[config.mk]
export PLATFORM = sky130hd
export DESIGN_NAME = register_alu_with_flags
export DESIGN_NICKNAME = d
export VERILOG_FILES = /design/src/rtl/core/rawf_pkg.sv /design/src/rtl/core/rawf_front.sv /design/src/rtl/core/rawf_queue.sv /design/src/rtl/core/rawf_back.sv /design/src/rtl/core/register_alu_with_flags.sv
export SDC_FILE = /design/constraint.sdc
export NUM_CORES = 1
export LEC_CHECK = 0
export BUFFER_PORTS_ARGS = -buffer_cell sky130_fd_sc_hd__buf_2
export CAP_MARGIN = 5
export CORE_ASPECT_RATIO = 0.7
export CORE_MARGIN = 10
export CORE_UTILIZATION = 50
export CTS_CLUSTER_SIZE = 24
export DETAILED_ROUTE_END_ITERATION = 8
export PLACE_DENSITY = 0.66
export SLEW_MARGIN = 20
export SYNTH_ARGS = -nofsm -noshare
export SYNTH_HDL_FRONTEND = slang
export SYNTH_SLANG_ARGS = --single-unit
[constraint.sdc]
create_clock -name clk -period 9.65 [get_ports clk]
set_input_delay 0.4825 -clock clk [delete_from_list [all_inputs] [get_ports clk]]
set_output_delay 0.4825 -clock clk [all_outputs]
set_load 0.01 [all_outputs]
[src/rtl/core/rawf_pkg.sv]
package rawf_pkg;

  localparam int NUM_REGS = 8;
  localparam int REG_AW   = $clog2(NUM_REGS);
  localparam int IDX_W    = 3;
  localparam int DATA_W   = 32;
  localparam int SH_W     = 5;
  localparam int FLAG_W   = 4;
  localparam int QDEPTH   = 2;
  localparam int QAW      = $clog2(QDEPTH);

  localparam logic [3:0] OPC_ADD = 4'd0;
  localparam logic [3:0] OPC_AND = 4'd1;
  localparam logic [3:0] OPC_ASR = 4'd2;
  localparam logic [3:0] OPC_LSR = 4'd3;
  localparam logic [3:0] OPC_LSL = 4'd4;
  localparam logic [3:0] OPC_NOT = 4'd5;
  localparam logic [3:0] OPC_ORR = 4'd6;
  localparam logic [3:0] OPC_SUB = 4'd7;
  localparam logic [3:0] OPC_XOR = 4'd8;
  localparam logic [3:0] OPC_MOV = 4'd9;
  localparam logic [3:0] OPC_CMP = 4'd10;
  localparam logic [3:0] OPC_TST = 4'd11;

  typedef enum logic [3:0] {
    FN_NOP,
    FN_ADD,
    FN_SUB,
    FN_AND,
    FN_ORR,
    FN_XOR,
    FN_NOT,
    FN_ASR,
    FN_LSR,
    FN_LSL,
    FN_MOV
  } fn_t;

  typedef struct packed {
    fn_t               fn;
    logic [IDX_W-1:0]  rsel0;
    logic [IDX_W-1:0]  rsel1;
    logic              wr_en;
    logic [IDX_W-1:0]  wr_idx;
    logic              upd;
    logic [SH_W-1:0]   shamt;
    logic [DATA_W-1:0] imm;
  } uop_t;

  function automatic logic idx_ok(input logic [IDX_W-1:0] idx);
    idx_ok = ({3'b000, idx} < 6'(NUM_REGS));
  endfunction

endpackage

[src/rtl/core/rawf_front.sv]
module rawf_front
  import rawf_pkg::*;
(
  input  logic                in_valid,
  output logic                in_stall,
  input  logic [3:0]          in_opcode,
  input  logic                in_set_flags,
  input  logic [IDX_W-1:0]    in_dest_reg,
  input  logic [IDX_W-1:0]    in_src_a_reg,
  input  logic [IDX_W-1:0]    in_src_b_reg,
  input  logic [SH_W-1:0]     in_shift_amount,
  input  logic [DATA_W-1:0]   in_immediate,
  output logic                q_push,
  output uop_t                q_uop,
  input  logic                q_full
);

  assign in_stall = q_full;
  assign q_push   = in_valid && !q_full;

  always_comb begin
    q_uop        = '0;
    q_uop.fn     = FN_NOP;
    q_uop.rsel0  = in_src_a_reg;
    q_uop.rsel1  = in_src_b_reg;
    q_uop.wr_idx = in_dest_reg;
    q_uop.shamt  = in_shift_amount;
    q_uop.imm    = in_immediate;
    q_uop.wr_en  = 1'b1;
    q_uop.upd    = in_set_flags;
    case (in_opcode)
      OPC_ADD: q_uop.fn = FN_ADD;
      OPC_AND: q_uop.fn = FN_AND;
      OPC_ASR: q_uop.fn = FN_ASR;
      OPC_LSR: q_uop.fn = FN_LSR;
      OPC_LSL: q_uop.fn = FN_LSL;
      OPC_NOT: q_uop.fn = FN_NOT;
      OPC_ORR: q_uop.fn = FN_ORR;
      OPC_SUB: q_uop.fn = FN_SUB;
      OPC_XOR: q_uop.fn = FN_XOR;
      OPC_MOV: begin
        q_uop.fn  = FN_MOV;
        q_uop.upd = 1'b1;
      end
      OPC_CMP: begin
        q_uop.fn    = FN_SUB;
        q_uop.rsel0 = in_dest_reg;
        q_uop.rsel1 = in_src_a_reg;
        q_uop.wr_en = 1'b0;
        q_uop.upd   = 1'b1;
      end
      OPC_TST: begin
        q_uop.fn    = FN_AND;
        q_uop.rsel0 = in_dest_reg;
        q_uop.rsel1 = in_src_a_reg;
        q_uop.wr_en = 1'b0;
        q_uop.upd   = 1'b1;
      end
      default: begin
        q_uop.fn    = FN_NOP;
        q_uop.wr_en = 1'b0;
        q_uop.upd   = 1'b0;
      end
    endcase
  end

endmodule

[src/rtl/core/rawf_queue.sv]
module rawf_queue
  import rawf_pkg::*;
(
  input  logic clk,
  input  logic rst_n,
  input  logic push,
  input  uop_t push_uop,
  output logic full,
  input  logic pop,
  output logic valid,
  output uop_t pop_uop
);

  uop_t           ent_r [QDEPTH];
  logic [QAW-1:0] wptr_r;
  logic [QAW-1:0] rptr_r;
  logic [QAW:0]   cnt_r;
  logic [QAW:0]   cnt_nxt;

  assign full    = (cnt_r == (QAW+1)'(QDEPTH));
  assign valid   = (cnt_r != '0);
  assign pop_uop = ent_r[rptr_r];

  always_comb begin
    cnt_nxt = cnt_r;
    if (push && !pop) begin
      cnt_nxt = cnt_r + 1'b1;
    end else if (pop && !push) begin
      cnt_nxt = cnt_r - 1'b1;
    end
  end

  always_ff @(posedge clk) begin
    if (!rst_n) begin
      wptr_r <= '0;
      rptr_r <= '0;
      cnt_r  <= '0;
    end else begin
      cnt_r <= cnt_nxt;
      if (push) begin
        wptr_r <= wptr_r + 1'b1;
      end
      if (pop) begin
        rptr_r <= rptr_r + 1'b1;
      end
    end
  end

  always_ff @(posedge clk) begin
    if (push) begin
      ent_r[wptr_r] <= push_uop;
    end
  end

endmodule

[src/rtl/core/rawf_back.sv]
module rawf_back
  import rawf_pkg::*;
(
  input  logic              clk,
  input  logic              rst_n,
  input  logic              q_valid,
  input  uop_t              q_uop,
  output logic              q_pop,
  output logic              out_valid,
  input  logic              out_stall,
  output logic [DATA_W-1:0] out_result_value,
  output logic [FLAG_W-1:0] out_flags_out
);

  logic [DATA_W-1:0] rf_mem [NUM_REGS];
  logic [NUM_REGS-1:0] rf_vld_r;

  uop_t              ex_uop_r;
  logic              ex_valid_r;
  logic              ex_valid_nxt;
  logic [DATA_W-1:0] rd0_data_r;
  logic [DATA_W-1:0] rd1_data_r;
  logic              rd0_ok_r;
  logic              rd1_ok_r;
  logic [FLAG_W-1:0] flags_r;
  logic [FLAG_W-1:0] flags_nxt;
  logic              out_valid_r;
  logic              out_valid_nxt;
  logic [DATA_W-1:0] out_result_r;
  logic [FLAG_W-1:0] out_flags_r;

  logic              adv;
  logic              wen;
  logic [DATA_W-1:0] opx;
  logic [DATA_W-1:0] opy;
  logic [DATA_W:0]   sum;
  logic [DATA_W:0]   diff;
  logic [DATA_W-1:0] res;
  logic              c_bit;
  logic              v_bit;
  logic              byp0;
  logic              byp1;

  assign adv   = ex_valid_r && (!out_valid_r || !out_stall);
  assign q_pop = q_valid && (!ex_valid_r || adv);
  assign wen   = adv && ex_uop_r.wr_en && idx_ok(ex_uop_r.wr_idx);
  assign byp0  = wen && (ex_uop_r.wr_idx == q_uop.rsel0);
  assign byp1  = wen && (ex_uop_r.wr_idx == q_uop.rsel1);

  assign opx  = rd0_ok_r ? rd0_data_r : '0;
  assign opy  = rd1_ok_r ? rd1_data_r : '0;
  assign sum  = {1'b0, opx} + {1'b0, opy};
  assign diff = {1'b0, opx} - {1'b0, opy};

  always_comb begin
    res   = '0;
    c_bit = 1'b0;
    v_bit = 1'b0;
    case (ex_uop_r.fn)
      FN_ADD: begin
        res   = sum[DATA_W-1:0];
        c_bit = sum[DATA_W];
        v_bit = ~(opx[DATA_W-1] ^ opy[DATA_W-1]) & (opx[DATA_W-1] ^ res[DATA_W-1]);
      end
      FN_SUB: begin
        res   = diff[DATA_W-1:0];
        c_bit = ~diff[DATA_W];
        v_bit = (opx[DATA_W-1] ^ opy[DATA_W-1]) & (opx[DATA_W-1] ^ res[DATA_W-1]);
      end
      FN_AND:  res = opx & opy;
      FN_ORR:  res = opx | opy;
      FN_XOR:  res = opx ^ opy;
      FN_NOT:  res = ~opx;
      FN_ASR:  res = DATA_W'($signed(opx) >>> ex_uop_r.shamt);
      FN_LSR:  res = opx >> ex_uop_r.shamt;
      FN_LSL:  res = opx << ex_uop_r.shamt;
      FN_MOV:  res = ex_uop_r.imm;
      default: res = '0;
    endcase
  end

  always_comb begin
    flags_nxt = flags_r;
    if (ex_uop_r.upd) begin
      flags_nxt = {res[DATA_W-1], (res == '0), c_bit, v_bit};
    end
  end

  always_comb begin
    ex_valid_nxt = ex_valid_r;
    if (q_pop) begin
      ex_valid_nxt = 1'b1;
    end else if (adv) begin
      ex_valid_nxt = 1'b0;
    end
    out_valid_nxt = out_valid_r && out_stall;
    if (adv) begin
      out_valid_nxt = 1'b1;
    end
  end

  always_ff @(posedge clk) begin
    if (!rst_n) begin
      ex_valid_r  <= 1'b0;
      out_valid_r <= 1'b0;
      flags_r     <= '0;
      rf_vld_r    <= '0;
    end else begin
      ex_valid_r  <= ex_valid_nxt;
      out_valid_r <= out_valid_nxt;
      if (adv) begin
        flags_r <= flags_nxt;
      end
      if (wen) begin
        rf_vld_r[REG_AW'(ex_uop_r.wr_idx)] <= 1'b1;
      end
    end
  end

  always_ff @(posedge clk) begin
    if (wen) begin
      rf_mem[REG_AW'(ex_uop_r.wr_idx)] <= res;
    end
  end

  always_ff @(posedge clk) begin
    if (q_pop) begin
      ex_uop_r   <= q_uop;
      rd0_data_r <= byp0 ? res : rf_mem[REG_AW'(q_uop.rsel0)];
      rd1_data_r <= byp1 ? res : rf_mem[REG_AW'(q_uop.rsel1)];
      rd0_ok_r   <= idx_ok(q_uop.rsel0) && (byp0 || rf_vld_r[REG_AW'(q_uop.rsel0)]);
      rd1_ok_r   <= idx_ok(q_uop.rsel1) && (byp1 || rf_vld_r[REG_AW'(q_uop.rsel1)]);
    end
    if (adv) begin
      out_result_r <= res;
      out_flags_r  <= flags_nxt;
    end
  end

  assign out_valid        = out_valid_r;
  assign out_result_value = out_result_r;
  assign out_flags_out    = out_flags_r;

endmodule

[src/rtl/core/register_alu_with_flags.sv]
// Executes one ARM-style data-processing request per cycle with the output free, on an
// 8-entry, 32-bit register file and keeps the NZCV flags; every request yields exactly one
// result. Requests are decoded on entry and parked in a two-entry queue; the execute side
// reads two register operands at the pop into registers, then computes and writes back,
// forwarding a result straight to a dependent request behind it. Sustained rate is one
// request per cycle with the output free, set by the execute step and its two-read
// register file; a request passes the queue, then the execute and output registers.
module register_alu_with_flags
  import rawf_pkg::*;
(
  input  logic              clk,
  input  logic              rst_n,
  input  logic              in_valid,
  output logic              in_stall,
  input  logic [3:0]        in_opcode,
  input  logic              in_set_flags,
  input  logic [IDX_W-1:0]  in_dest_reg,
  input  logic [IDX_W-1:0]  in_src_a_reg,
  input  logic [IDX_W-1:0]  in_src_b_reg,
  input  logic [SH_W-1:0]   in_shift_amount,
  input  logic [DATA_W-1:0] in_immediate,
  output logic              out_valid,
  input  logic              out_stall,
  output logic [DATA_W-1:0] out_result_value,
  output logic [FLAG_W-1:0] out_flags_out
);

  logic q_push;
  logic q_full;
  logic q_pop;
  logic q_valid;
  uop_t push_uop;
  uop_t pop_uop;

  rawf_front u_front (
    .in_valid        (in_valid),
    .in_stall        (in_stall),
    .in_opcode       (in_opcode),
    .in_set_flags    (in_set_flags),
    .in_dest_reg     (in_dest_reg),
    .in_src_a_reg    (in_src_a_reg),
    .in_src_b_reg    (in_src_b_reg),
    .in_shift_amount (in_shift_amount),
    .in_immediate    (in_immediate),
    .q_push          (q_push),
    .q_uop           (push_uop),
    .q_full          (q_full)
  );

  rawf_queue u_queue (
    .clk      (clk),
    .rst_n    (rst_n),
    .push     (q_push),
    .push_uop (push_uop),
    .full     (q_full),
    .pop      (q_pop),
    .valid    (q_valid),
    .pop_uop  (pop_uop)
  );

  rawf_back u_back (
    .clk              (clk),
    .rst_n            (rst_n),
    .q_valid          (q_valid),
    .q_uop            (pop_uop),
    .q_pop            (q_pop),
    .out_valid        (out_valid),
    .out_stall        (out_stall),
    .out_result_value (out_result_value),
    .out_flags_out    (out_flags_out)
  );

endmodule

==> results.json <==
{
  "min_from": "in_immediate[25]",
  "max_freq_ghz": 0.158,
  "final_common_cell": "edfxtp_1",
  "viasPerCell": 7.09,
  "rr_worst_depth": 15,
  "syn_nets": 2963,
  "die_w_um": 328,
  "cp.required_ns": 10.20,
  "cp-start-kind": "flop",
  "cts-resized-gates": 0,
  "grt_max_degree": 66,
  "sequentialPowerShare_pct": 29.8,
  "nFillCells": 5486,
  "initial_utilization_pct": 50.8,
  "rsz0062_at_grt": "false",
  "postCtsHoldBufs": 0,
  "detail_route.wl_per_cell_um": 34.0,
  "powerDensity_nw_per_um2": 384,
  "end_kind": "flop",
  "drc_errors": 0,
  "synth_top_area_share_pct": 46.1,
  "dp_hpwl_mm": 91.2,
  "syn_area_per_cell_sq_um": 11.8,
  "cts_buffers": 48,
  "gr-total-overflow": 0,
  "switching_share_pct": 47.9,
  "final_core_util_pct": 55.6,
  "critPathKind": "reg -> reg",
  "syn_area_sq_um": 33100,
  "hold_class": "in -> reg",
  "reg2reg_from": "u_back.rd0_ok_r$_DFFE_PP_",
  "synthCells": 2800,
  "drive_above_1_share_pct": 19.8,
  "maxSlewViolCount": 0,
  "clockRootBuffer": "clkbuf_16",
  "post-place-ws_ns": 3.56,
  "insertion_delay_ns": 0.65,
  "hold_end": "u_queue.ent_r[0][25]$_DFFE_PP_",
  "ys_async_sr_fraction_pct": 0,
  "p_int_mw": 7.27,
  "routed_wl_mm": 127,
  "synth-seq-cells": 527,
  "via_count": 26400,
  "cts_buffer_depth": 3,
  "die-area_sq_um": 77100,
  "p_leak_nw": 12.9,
  "ys.flop_type": "edfxtp_1",
  "antenna_found_initial": 8,
  "syn_to_final_growth_pct": 9.55,
  "ir_drop_uv": 314,
  "portBuffers": 92,
  "coreArea_sq_um": 65200,
  "worst_slack_ns": 3.33,
  "grt_pass1_wl_mm": 181,
  "grt_pass1_vias": 25100,
  "setup_violations": 0,
  "grt_usage_pct": 31.8,
  "synth_area_leaders": "edfxtp_1 46%, mux4_2 11%, mux2i_1 4.1%",
  "clock-sinks": 527,
  "place.gp.congestion": 1.06,
  "clk_pin_slew_worst_paths_ns": 0.07,
  "final_nets": 2966,
  "regToRegSetupSlack_ns": 3.33,
  "first_iter_violations": 3884,
  "post_cts_buffers": 0,
  "die_h_um": 235,
  "power.switching_mw": 6.67,
  "row_count": 78,
  "hold_viol_final": 0,
  "cp.arrival_ns": 6.87,
  "yosys_warnings": 0,
  "period_share_pct": 65.5,
  "synth_edf_count": 508,
  "p_comb_share_pct": 55.8,
  "cp_max_fo": 50,
  "max_slew.worst_pin.slew_ns": 1.21,
  "holdPathStages": 1,
  "finalCriticalPeriod_ns": 6.32,
  "skew_ns": 0.0510,
  "ys_seq_area_share_pct": 47.2,
  "finalSetupTns_ns": 0,
  "cap_violations": 0,
  "r2r-end": "u_back.flags_r[2]$_SDFFE_PN0P_",
  "yosysTopAreaCell": "edfxtp_1",
  "h-tree-depth": 2,
  "post_synth_num_cell_types": 96,
  "final_cell_mix": "508 x edfxtp_1, 211 x nand2_1, 165 x mux4_2",
  "antenna_left": 0,
  "pwr-share-clk_pct": 14.4,
  "cts_tree": "done",
  "status": "completed",
  "ios": 93,
  "relSlewSlack_pct": 18.6,
  "drtPass1Iterations": 8
}
[routing by layer]
metal	vias to the layer above	share of wire, %	track usage (%)
li1	11000	-	-
met1	13400	42	46.2
met2	1717	42	44.9
met4	0	4.3	11.5
met3	289	11	8.62
met5	-	0	0
[cell usage after synthesis (all sizes together), types with 19 or more instances]
cell    number
a22oi       29
a211oi      54
edfxtp     508
nor3        48
ha         107
nand3       36
mux2i      136
nand2b      21
nor4        21
a21oi      147
o211ai      29
mux2        79
clkbuf     154
dfxtp       19
and2        19
o21ai      143
buf         73
o22ai       37
inv        126
or3         24
nor2       165
nand2      211
mux4       169
o221ai      21
nor2b       43
[stage by stage]
stage,instance area [sq um],power [mW],hold slack [ns],cells
2_1_floorplan,33100,8.70,0.452,2800
3_3_place_gp,34600,11.6,0.463,3631
3_5_place_dp,34600,11.7,0.482,3633
4_1_cts,36200,13.7,0.00801,3721
5_1_grt,36300,14.4,0.0218,3721
6_report,36300,13.9,0.0364,3723
[registers in the layout, indices dropped and copies added, names as in the netlist, named ones only]
name and flops:
u_back.rf_mem 256, u_queue.ent_r 104, u_back.ex_uop_r 46, u_back.out_result_value 32, u_back.rd0_data_r 32, u_back.rd1_data_r 32, u_back.rf_vld_r 8, u_back.flags_r 4
u_back.out_flags_out 4, u_queue.cnt_r 2, u_back.ex_valid_r 1, u_back.out_valid 1, u_back.rd0_ok_r 1, u_back.rd1_ok_r 1, u_queue.rptr_r 1, u_queue.wptr_r 1
[worst max path at each step]
stage          depth (start not counted)                       from                                end  slack [ns]
2_1_floorplan                          3                  out_stall      u_back.rf_mem[0][0]$_DFFE_PP_        2.00
3_5_place_dp                          14  u_back.rd0_ok_r$_DFFE_PP_  u_back.out_flags_out[2]$_DFFE_PP_        3.56
6_report                              15  u_back.rd0_ok_r$_DFFE_PP_     u_back.flags_r[2]$_SDFFE_PN0P_        3.33
5_1_grt                               15  u_back.rd0_ok_r$_DFFE_PP_     u_back.flags_r[2]$_SDFFE_PN0P_        3.19
3_3_place_gp                          14  u_back.rd0_ok_r$_DFFE_PP_  u_back.out_flags_out[2]$_DFFE_PP_        3.60
4_1_cts                               14  u_back.rd0_ok_r$_DFFE_PP_  u_back.out_flags_out[2]$_DFFE_PP_        3.49
[critical path, cell delays in order, from the launching register on]
cell,delay [ns]
edfxtp_1,0.32
buf_4,0.50
buf_4,0.47
and2_1,0.26
ha_1,0.49
or4_1,0.71
nor4_1,0.58
a211oi_1,0.17
buf_4,0.20
o311ai_0,0.57
o22ai_1,0.15
o31ai_1,0.65
inv_1,0.35
nor4_1,0.28
nand4b_1,0.20
o31ai_2,0.26
[power groups by stage]
stage | clock [mW] | combinational [mW] | sequential (mW)
3_5_place_dp | 0 | 7.48 | 4.17
6_report | 2.01 | 7.78 | 4.16
4_1_cts | 2.04 | 7.52 | 4.14
5_1_grt | 2.13 | 8.15 | 4.17
3_3_place_gp | 0 | 7.40 | 4.17
2_1_floorplan | 0 | 4.87 | 3.83
[area by class of cell]
| class | count | area, sq um | share of cell area, % |
|---|---|---|---|
| Clock inverter | 27 | 369 | 1.02 |
| Antenna cell | 2 | 5.00 | 0.0138 |
| Sequential cell | 527 | 15600 | 43.1 |
| Tap cell | 880 | 1100 | 3.04 |
| Multi-Input combinational cell | 1916 | 16300 | 44.8 |
| Timing Repair Buffer | 180 | 1120 | 3.08 |
| Clock buffer | 61 | 1290 | 3.56 |
| Inverter | 130 | 490 | 1.35 |
[kinds of logic after synthesis]
kind of cell / share of synthesized area [%]
AOI/OAI and AO/OA: 15.1
and+or+nand+nor: 10.2
DFF: 47.2
muxes: 18.3
buffers and inverters: 4.43
adders and majority gates: 4.13
xor gates and xnor gates: 0.556
Power figures use the tool's default switching activity.
